===== src/hw/rtl/zspd_pkg.sv =====
// ----------------------------------------------------------------------------
// zspd_pkg
// Shared types and constants for the smoothed z-score peak detector.
// ----------------------------------------------------------------------------
package zspd_pkg;

    localparam int SAMPLE_W = 16;
    localparam int THR_W    = 8;
    localparam int FLAG_W   = 2;
    localparam int SD_W     = 15;
    // Population variance of 16-bit values is below 2^30.
    localparam int VAR_W    = 30;

    localparam int DIV_STEPS  = VAR_W;
    localparam int SQRT_STEPS = VAR_W / 2;
    localparam int STEP_W     = 5;

    localparam logic [THR_W-1:0] THRESHOLD_RESET = 8'd56;

    localparam logic signed [FLAG_W-1:0] FLAG_NONE = 2'sb00;
    localparam logic signed [FLAG_W-1:0] FLAG_HIGH = 2'sb01;
    localparam logic signed [FLAG_W-1:0] FLAG_LOW  = 2'sb11;

    typedef enum logic [9:0] {
        S_IDLE   = 10'b00_0000_0001,
        S_READ   = 10'b00_0000_0010,
        S_FILTER = 10'b00_0000_0100,
        S_ACCUM  = 10'b00_0000_1000,
        S_MUL    = 10'b00_0001_0000,
        S_PREP   = 10'b00_0010_0000,
        S_DIV    = 10'b00_0100_0000,
        S_SQINIT = 10'b00_1000_0000,
        S_SQRT   = 10'b01_0000_0000,
        S_DONE   = 10'b10_0000_0000
    } state_t;

    typedef struct packed {
        logic load_in;
        logic read_win;
        logic filter;
        logic accum;
        logic mul;
        logic prep;
        logic div_step;
        logic sq_init;
        logic sq_step;
        logic finish;
    } dp_cmd_t;

endpackage


===== src/hw/rtl/zspd_ctrl.sv =====
// ----------------------------------------------------------------------------
// zspd_ctrl
// Sequencer: walks one sample through filter, update, divide and square root.
// ----------------------------------------------------------------------------
module zspd_ctrl (
    input  logic             clk,
    input  logic             rst_n,
    input  logic             s_tvalid,
    output logic             s_tready,
    output logic             m_tvalid,
    input  logic             m_tready,
    output zspd_pkg::dp_cmd_t cmd
);
    import zspd_pkg::*;

    state_t            state_reg, state_next;
    logic [STEP_W-1:0] step_reg, step_next;
    logic              m_valid_reg, m_valid_next;

    assign s_tready = (state_reg == S_IDLE);
    assign m_tvalid = m_valid_reg;

    always_comb
    begin
        state_next   = state_reg;
        step_next    = step_reg;
        m_valid_next = m_valid_reg && !m_tready;
        cmd          = '0;
        case (state_reg)
            S_IDLE:
            begin
                if (s_tvalid)
                begin
                    cmd.load_in = 1'b1;
                    state_next  = S_READ;
                end
            end
            S_READ:
            begin
                cmd.read_win = 1'b1;
                state_next   = S_FILTER;
            end
            S_FILTER:
            begin
                cmd.filter = 1'b1;
                state_next = S_ACCUM;
            end
            S_ACCUM:
            begin
                cmd.accum  = 1'b1;
                state_next = S_MUL;
            end
            S_MUL:
            begin
                cmd.mul    = 1'b1;
                state_next = S_PREP;
            end
            S_PREP:
            begin
                cmd.prep   = 1'b1;
                step_next  = '0;
                state_next = S_DIV;
            end
            S_DIV:
            begin
                cmd.div_step = 1'b1;
                if (step_reg == STEP_W'(DIV_STEPS - 1))
                    state_next = S_SQINIT;
                else
                    step_next = step_reg + 1'b1;
            end
            S_SQINIT:
            begin
                cmd.sq_init = 1'b1;
                step_next   = '0;
                state_next  = S_SQRT;
            end
            S_SQRT:
            begin
                cmd.sq_step = 1'b1;
                if (step_reg == STEP_W'(SQRT_STEPS - 1))
                    state_next = S_DONE;
                else
                    step_next = step_reg + 1'b1;
            end
            S_DONE:
            begin
                // hold until the output register is free or being drained
                if (!m_valid_reg || m_tready)
                begin
                    cmd.finish   = 1'b1;
                    m_valid_next = 1'b1;
                    state_next   = S_IDLE;
                end
            end
            default:
            begin
                state_next = S_IDLE;
            end
        endcase
    end

    always_ff @(posedge clk or negedge rst_n)
    begin
        if (!rst_n)
        begin
            state_reg   <= S_IDLE;
            step_reg    <= '0;
            m_valid_reg <= 1'b0;
        end
        else
        begin
            state_reg   <= state_next;
            step_reg    <= step_next;
            m_valid_reg <= m_valid_next;
        end
    end

endmodule


===== src/hw/rtl/zspd_datapath.sv =====
// ----------------------------------------------------------------------------
// zspd_datapath
// Window memory, running sums, shared-step dividers and square root.
// ----------------------------------------------------------------------------
module zspd_datapath #(
    parameter int LAG = 32
) (
    input  logic                                  clk,
    input  logic                                  rst_n,
    input  zspd_pkg::dp_cmd_t                     cmd,
    input  logic                                  threshold_we,
    input  logic [zspd_pkg::THR_W-1:0]            threshold_wdata,
    input  logic [zspd_pkg::SAMPLE_W-1:0]         sample,
    output logic signed [zspd_pkg::FLAG_W-1:0]    peak_flag,
    output logic [zspd_pkg::SAMPLE_W-1:0]         filtered_sample,
    output logic [zspd_pkg::SAMPLE_W-1:0]         window_mean,
    output logic [zspd_pkg::SD_W-1:0]             window_sd
);
    import zspd_pkg::*;

    localparam int PTR_W  = $clog2(LAG);
    localparam int CNT_W  = $clog2(LAG + 1);
    localparam int SUM_W  = SAMPLE_W + PTR_W;
    localparam int SQ_W   = 2 * SAMPLE_W + PTR_W;
    localparam int NUM_W  = SQ_W + CNT_W;
    localparam int SS_W   = 2 * SUM_W;
    localparam int DEN_W  = 2 * CNT_W;
    localparam int VDIV_W = DEN_W + VAR_W - 1;
    localparam int VCMP_W = (NUM_W > VDIV_W) ? NUM_W : VDIV_W;
    localparam int MDIV_W = CNT_W + VAR_W - 1;
    localparam int MCMP_W = (SUM_W > MDIV_W) ? SUM_W : MDIV_W;
    localparam int PROD_W = 2 * SAMPLE_W;
    localparam int TSD_W  = THR_W + SD_W;

    // state with defined reset
    logic [THR_W-1:0]    thr_reg;
    logic [SUM_W-1:0]    sum_reg, sum_next;
    logic [SQ_W-1:0]     sq_reg, sq_next;
    logic [CNT_W-1:0]    fill_reg;
    logic [PTR_W-1:0]    wptr_reg;
    logic [SAMPLE_W-1:0] last_reg;
    logic [SAMPLE_W-1:0] pmean_reg;
    logic [SD_W-1:0]     psd_reg;

    // working registers
    logic [SAMPLE_W-1:0] win_mem [LAG];
    logic [SAMPLE_W-1:0] rd_reg;
    logic [SAMPLE_W-1:0] x_reg;
    logic                x_gt_reg;
    logic [SAMPLE_W-1:0] dist_reg;
    logic [TSD_W-1:0]    tsd_reg;
    logic [SAMPLE_W-1:0] old_reg, v_reg;
    logic [PROD_W-1:0]   old_sq_reg, v_sq_reg;
    logic signed [FLAG_W-1:0] flag_reg;
    logic [NUM_W-1:0]    p_ns_reg;
    logic [SS_W-1:0]     p_ss_reg;
    logic [DEN_W-1:0]    p_nn_reg;
    logic [NUM_W-1:0]    vrem_reg;
    logic [VDIV_W-1:0]   vdiv_reg;
    logic [VAR_W-1:0]    vq_reg;
    logic [SUM_W-1:0]    mrem_reg;
    logic [MDIV_W-1:0]   mdiv_reg;
    logic [VAR_W-1:0]    mq_reg;
    logic [VAR_W-1:0]    sv_reg, sres_reg, sbit_reg;

    logic signed [FLAG_W-1:0] out_flag_reg;
    logic [SAMPLE_W-1:0] out_filt_reg, out_mean_reg;
    logic [SD_W-1:0]     out_sd_reg;

    // combinational helpers
    logic                full;
    logic                anomaly;
    logic [SAMPLE_W-1:0] v_sel, old_sel;
    logic [VCMP_W-1:0]   vrem_ext, vdiv_ext;
    logic                vge;
    logic [MCMP_W-1:0]   mrem_ext, mdiv_ext;
    logic                mge;
    logic [VAR_W-1:0]    s_trial;
    logic                sge;
    logic [SAMPLE_W-1:0] mean_val;
    logic [SD_W-1:0]     sd_val;

    assign full    = (fill_reg == CNT_W'(LAG));
    assign anomaly = full && (TSD_W'({dist_reg, 4'b0000}) > tsd_reg);
    assign v_sel   = anomaly ? last_reg : x_reg;
    assign old_sel = full ? rd_reg : '0;

    assign sum_next = sum_reg - SUM_W'(old_reg) + SUM_W'(v_reg);
    assign sq_next  = sq_reg - SQ_W'(old_sq_reg) + SQ_W'(v_sq_reg);

    assign vrem_ext = VCMP_W'(vrem_reg);
    assign vdiv_ext = VCMP_W'(vdiv_reg);
    assign vge      = (vrem_ext >= vdiv_ext);
    assign mrem_ext = MCMP_W'(mrem_reg);
    assign mdiv_ext = MCMP_W'(mdiv_reg);
    assign mge      = (mrem_ext >= mdiv_ext);

    assign s_trial  = sres_reg + sbit_reg;
    assign sge      = (sv_reg >= s_trial);

    assign mean_val = mq_reg[SAMPLE_W-1:0];
    assign sd_val   = sres_reg[SD_W-1:0];

    assign peak_flag       = out_flag_reg;
    assign filtered_sample = out_filt_reg;
    assign window_mean     = out_mean_reg;
    assign window_sd       = out_sd_reg;

    always_ff @(posedge clk or negedge rst_n)
    begin
        if (!rst_n)
        begin
            thr_reg   <= THRESHOLD_RESET;
            sum_reg   <= '0;
            sq_reg    <= '0;
            fill_reg  <= '0;
            wptr_reg  <= '0;
            last_reg  <= '0;
            pmean_reg <= '0;
            psd_reg   <= '0;
        end
        else
        begin
            if (threshold_we)
                thr_reg <= threshold_wdata;
            if (cmd.filter)
            begin
                if (!full)
                    fill_reg <= fill_reg + 1'b1;
                if (wptr_reg == PTR_W'(LAG - 1))
                    wptr_reg <= '0;
                else
                    wptr_reg <= wptr_reg + 1'b1;
            end
            if (cmd.accum)
            begin
                sum_reg <= sum_next;
                sq_reg  <= sq_next;
            end
            if (cmd.finish)
            begin
                last_reg  <= v_reg;
                pmean_reg <= mean_val;
                psd_reg   <= sd_val;
            end
        end
    end

    // window memory: one read or one write per cycle
    always_ff @(posedge clk)
    begin
        if (cmd.read_win)
            rd_reg <= win_mem[wptr_reg];
        if (cmd.filter)
            win_mem[wptr_reg] <= v_sel;
    end

    always_ff @(posedge clk)
    begin
        if (cmd.load_in)
            x_reg <= sample;

        if (cmd.read_win)
        begin
            x_gt_reg <= (x_reg > pmean_reg);
            dist_reg <= (x_reg > pmean_reg) ? (x_reg - pmean_reg) : (pmean_reg - x_reg);
            tsd_reg  <= TSD_W'(thr_reg) * TSD_W'(psd_reg);
        end

        if (cmd.filter)
        begin
            v_reg      <= v_sel;
            old_reg    <= old_sel;
            v_sq_reg   <= PROD_W'(v_sel) * PROD_W'(v_sel);
            old_sq_reg <= PROD_W'(old_sel) * PROD_W'(old_sel);
            if (anomaly)
                flag_reg <= x_gt_reg ? FLAG_HIGH : FLAG_LOW;
            else
                flag_reg <= FLAG_NONE;
        end

        if (cmd.mul)
        begin
            p_ns_reg <= NUM_W'(fill_reg) * NUM_W'(sq_reg);
            p_ss_reg <= SS_W'(sum_reg) * SS_W'(sum_reg);
            p_nn_reg <= DEN_W'(fill_reg) * DEN_W'(fill_reg);
        end

        if (cmd.prep)
        begin
            vrem_reg <= p_ns_reg - NUM_W'(p_ss_reg);
            vdiv_reg <= {p_nn_reg, {(VAR_W - 1){1'b0}}};
            vq_reg   <= '0;
            mrem_reg <= sum_reg;
            mdiv_reg <= {fill_reg, {(VAR_W - 1){1'b0}}};
            mq_reg   <= '0;
        end

        // one quotient bit per cycle for both divisions
        if (cmd.div_step)
        begin
            if (vge)
                vrem_reg <= NUM_W'(vrem_ext - vdiv_ext);
            vq_reg   <= {vq_reg[VAR_W-2:0], vge};
            vdiv_reg <= vdiv_reg >> 1;
            if (mge)
                mrem_reg <= SUM_W'(mrem_ext - mdiv_ext);
            mq_reg   <= {mq_reg[VAR_W-2:0], mge};
            mdiv_reg <= mdiv_reg >> 1;
        end

        if (cmd.sq_init)
        begin
            sv_reg   <= vq_reg;
            sres_reg <= '0;
            sbit_reg <= VAR_W'(1) << (VAR_W - 2);
        end

        // one result bit per cycle
        if (cmd.sq_step)
        begin
            if (sge)
            begin
                sv_reg   <= sv_reg - s_trial;
                sres_reg <= (sres_reg >> 1) + sbit_reg;
            end
            else
            begin
                sres_reg <= sres_reg >> 1;
            end
            sbit_reg <= sbit_reg >> 2;
        end

        if (cmd.finish)
        begin
            out_flag_reg <= flag_reg;
            out_filt_reg <= v_reg;
            out_mean_reg <= mean_val;
            out_sd_reg   <= sd_val;
        end
    end

endmodule


===== src/hw/rtl/zscore_peak_detector.sv =====
// ----------------------------------------------------------------------------
// zscore_peak_detector
// Smoothed z-score peak detector over a sliding window of LAG samples.
// ----------------------------------------------------------------------------
// Usage:
//   s_* channel: one unsigned 16-bit sample (8 fraction bits) per transfer.
//   m_* channel: one result per sample: flag, filtered sample, window mean
//   and window standard deviation, both rounded down.
//   threshold_we/threshold_wdata: z-score threshold (4 fraction bits), write
//   only while no sample is in flight.
//   Each sample passes from its transfer to its result through window read,
//   filter, sum update, products and divider set-up, a shift-subtract divider
//   that produces mean and variance together, a square-root set-up step and
//   15 bit-by-bit steps of square root, and the load of the output register.
//   One sample is worked on at a time; the next is taken the cycle after the
//   result is loaded.
//   Reset clears the window sums, fill count, stored mean and deviation, and
//   loads threshold 56. The first LAG samples report flag 0.
//   A stalled receiver holds the result in the output register; a finished
//   sample then waits in its last step and s_tready stays low.
// ----------------------------------------------------------------------------
module zscore_peak_detector #(
    parameter int LAG = 32
) (
    input  logic        clk,
    input  logic        rst_n,
    input  logic        threshold_we,
    input  logic [7:0]  threshold_wdata,
    input  logic        s_tvalid,
    output logic        s_tready,
    input  logic [15:0] s_tdata,    // [15:0] sample
    output logic        m_tvalid,
    input  logic        m_tready,
    output logic [55:0] m_tdata     // [1:0] peak_flag, [17:2] filtered_sample,
                                    // [33:18] window_mean, [48:34] window_sd,
                                    // [55:49] zero
);
    import zspd_pkg::*;

    dp_cmd_t                    cmd;
    logic signed [FLAG_W-1:0]   peak_flag;
    logic [SAMPLE_W-1:0]        filtered_sample;
    logic [SAMPLE_W-1:0]        window_mean;
    logic [SD_W-1:0]            window_sd;

    zspd_ctrl u_ctrl (
        .clk      (clk),
        .rst_n    (rst_n),
        .s_tvalid (s_tvalid),
        .s_tready (s_tready),
        .m_tvalid (m_tvalid),
        .m_tready (m_tready),
        .cmd      (cmd)
    );

    zspd_datapath #(
        .LAG (LAG)
    ) u_datapath (
        .clk             (clk),
        .rst_n           (rst_n),
        .cmd             (cmd),
        .threshold_we    (threshold_we),
        .threshold_wdata (threshold_wdata),
        .sample          (s_tdata),
        .peak_flag       (peak_flag),
        .filtered_sample (filtered_sample),
        .window_mean     (window_mean),
        .window_sd       (window_sd)
    );

    assign m_tdata = {7'b000_0000, window_sd, window_mean, filtered_sample, peak_flag};

endmodule


===== config.mk =====
export PLATFORM = sky130hd
export DESIGN_NAME = zscore_peak_detector
export DESIGN_NICKNAME = d
export VERILOG_FILES = /design/src/hw/rtl/zspd_pkg.sv /design/src/hw/rtl/zspd_ctrl.sv /design/src/hw/rtl/zspd_datapath.sv /design/src/hw/rtl/zscore_peak_detector.sv
export SDC_FILE = /design/constraint.sdc
export NUM_CORES = 2
export LEC_CHECK = 0
export BUFFER_PORTS_ARGS = -buffer_cell sky130_fd_sc_hd__buf_2
export CAP_MARGIN = 25
export CORE_MARGIN = 1
export CORE_UTILIZATION = 50
export DETAILED_ROUTE_END_ITERATION = 8
export PLACE_DENSITY_LB_ADDON = 0.12
export SLEW_MARGIN = 20
export SYNTH_ARGS = -nofsm -noshare
export SYNTH_HDL_FRONTEND = slang
export SYNTH_SLANG_ARGS = --single-unit

===== constraint.sdc =====
create_clock -name clk -period 11.4 [get_ports clk]
set_input_delay 2.28 -clock clk [delete_from_list [all_inputs] [get_ports clk]]
set_output_delay 2.28 -clock clk [all_outputs]
set_load 0.02 [all_outputs]

==> reports/qor.csv <==
metric;value;unit
final hold violation count;0;
CP endpoint kind;flip-flop;
clk slew on worst S/H paths;0.06;ns
Rows;160;
max_slew headroom;27.9;%
num ports;87;
post-detailed-route via-to-cell ratio;5.55;
global-route wire length before repair;394000;um
WS Path Type;reg2reg;
number of flip-flops in the largest register;512;
Residual DRC;0;
post-CTS sizing;0;
Setup TNS;0;ns
multi-input logic area;0.0540;sq mm
Yosys warnings;0;
MaxCap Viol Count;0;
P_leak;46.7;nW
CTS H-tree depth;4;
clock tree buffer depth;3;
register area share after synthesis;36.5;%
Net count, final;10600;
pwr dens;302;mW/mm^2
Synth Register Bits;1223;
post-route minimum period;9.92;ns
die area;0.194;sq mm
Antenna Nets Post-Route;0;
largest net degree at the start of global routing;83;
drt wl/cell;21.9;um
Setup Viol. Count Final;0;
Post-DP HPWL;191000;um
Post-synth EDFFs;986;
Storage cell area;0.0351;sq mm
Core Util, Final;54.8;%
port bufs;79;
VDD IR max;1110;uV
Yosys top cell by area;edfxtp_1;
Slowest-stage cell, CP;clkinv_1;
core footprint;0.190;sq mm
status;complete, no violations;
gpl congestion;0.914;
cts hold-fix bufs;0;
CTS tree;yes;
Die H;440;um
Clock Skew;0.0336;ns
Layout fillers;16600;
Die Width;440;um
overall power;31.5;mW
share of layout cells above drive strength 1;7.75;%
initial antenna violation count;7;
CP Data Required Time;11.95;ns
syn avg cell area;10.8;sq um
top-area cell type share of the netlist area;30.9;%
period utilisation layout;87.0;%
Post-Synthesis Cells;8894;
dominant synthesized flop cell;edfxtp_1;
CP startpoint kind;flip-flop;
slew at the pin closest to its max-slew limit;1.08;ns
final-report max-slew violation count;0;
Initial DRT Pass Iterations;6;
Area growth syn-to-layout;8.75;%
vias in the first global route;67100;
most used cell along the critical path;fa_1;
FFs w/ async S/R, synth;11.4;%
Starting Density;50.4;%
HP Class;reg2reg;
postcts setup bufs;0;
Critical Path Fanout Max;30;
RSZ-0062 raised after global routing;no;
Clock Tree Root;clkbuf_16;
CTS buffer count;142;
top post-synthesis cells by area;edfxtp_1, fa_1, ha_1;
total number of vias;64300;
mapped cell area;0.0960;sq mm
f_max;0.101;GHz
CTS sink cnt;1223;
total gr overflow;0;
Slowest Stage Delay on Critical Path;0.73;ns
Clock Latency Late Sink;0.82;ns
final wirelength;253000;um
detailed router's first-iteration violation count;4371;
GRT Resource Usage Total;26.8;%
critical path arrival;10.47;ns
Fin Hold WS;0.450;ns
Synth cell types;101;
-- path summary, 6_finish.rpt --
path	startpoint	to	slack, ns	cells after the start
max	u_datapath.tsd_reg[5]	u_datapath.v_sq_reg[31]	1.48	34
min in group asynchronous	rst_n	u_datapath.pmean_reg[8]	1.47	1
min	u_datapath.vdiv_reg[40]	u_datapath.vdiv_reg[40]	0.45	2
max reg2reg	u_datapath.tsd_reg[5]	u_datapath.v_sq_reg[31]	1.48	34
min reg2reg	u_datapath.vdiv_reg[40]	u_datapath.vdiv_reg[40]	0.45	2
max in group asynchronous	rst_n	u_datapath.sq_reg[36]	7.98	3
-- layout make-up --
cell class | instances | area share (%)
multi-input combinational | 5832 | 51.8
sequential | 1223 | 33.6
inverter | 1531 | 5.51
clock buffer | 177 | 3.63
tap | 2511 | 3.01
timing repair buffer | 214 | 1.39
clock inverter | 86 | 1.07
antenna | 2 | 0.00480
-- worst max-delay path: cells and delay by family (launching register included) --
kind / cells / cell delay [ns]
XOR/XNOR: 1 / 0.13
AO/OA/AOI/OAI: 10 / 1.88
adder cells (fa/ha/maj): 8 / 3.57
AND/OR/NAND/NOR: 7 / 1.67
multiplexers: 1 / 0.26
buffers and inverters: 7 / 1.75
flip-flops: 1 / 0.38
-- synthesized netlist by cell type (all sizes together), types with 26 or more instances --
cell,count
xnor2,246
buf,80
mux4,128
nor2,534
mux2,54
dfrtp,136
o21ai,351
ha,740
xor2,152
o211ai,26
nor2b,44
a211oi,41
a31oi,60
and2,193
mux2i,71
nand4,60
a21oi,374
clkbuf,234
dfxtp,97
edfxtp,986
nand2b,49
nor3,73
nand3,81
o21a,46
inv,1521
o21bai,65
a22oi,68
fa,914
a21o,171
and3,114
nand2,869
-- through the flow --
stage | area [sq um] | cells | setup WS, ns
final | 104000 | 11600 | 1.48
after global routing | 104000 | 11600 | 0.934
after CTS | 104000 | 11600 | 1.48
after detailed placement | 99400 | 11300 | 1.49
after global placement | 99400 | 11300 | 1.63
after floorplan | 96000 | 8900 | 2.46
-- cell families (layout without fill, tap and decap cells) --
logic type | Yosys count | count (layout) | share of synthesized area, %
adder cells (fa/ha/maj) | 1654 | 1654 | 28.7
XOR/XNOR | 398 | 398 | 3.63
flip-flops | 1223 | 1223 | 36.5
other | 1 | 9 | 0.00391
AO/OA/AOI/OAI | 1386 | 1386 | 9.23
buffers and inverters | 1845 | 2008 | 7.31
AND/OR/NAND/NOR | 2134 | 2134 | 10.2
multiplexers | 253 | 253 | 4.38
-- placed cells by master (no fill, tap or decap), types with 33 or more instances in the layout --
cell type  netlist  routed
o21a_1          46      46
nor2_1         534     533
nand2_1        869     867
o21bai_1        63      63
fa_1           914     914
clkinv_1        10      33
and3_1         114     113
buf_2           34      78
xor2_1         152     152
mux4_2         128     128
a22oi_1         68      68
nand3_1         81      81
edfxtp_1       986     986
o21ai_0        341     341
dfxtp_1         97      97
ha_1           740     740
nor3_1          73      73
nand4_1         60      60
nand2b_1        49      49
and2_1         193     193
xnor2_1        246     246
mux2_2          54      54
buf_4           11     133
a211oi_1        38      38
dfrtp_1        136     134
a31oi_1         59      59
nor2b_1         44      44
a21o_1         171     171
clkbuf_16        0     144
a21oi_1        370     370
mux2i_1         71      71
inv_1         1518    1517
-- report_power, final --
part	total [mW]	leakage, nW	switching [mW]	internal (mW)
sequential	6.66	11.4	0.567	6.09
combinational	20.1	33.0	11.8	8.32
clock	4.73	2.32	2.00	2.73
-- metal layers --
layer  global-route usage, %  wire, um  up-vias  share of wire, %
met5                       0        17        -            0.0067
li1                        -         -    29900                 -
met4                    9.48      9500        2               3.8
met2                    44.5    121000     1663                48
met3                    3.21     12600      367               5.0
met1                    36.2    110000    32400                44
Note: power is estimated with default switching activity, not from simulation.
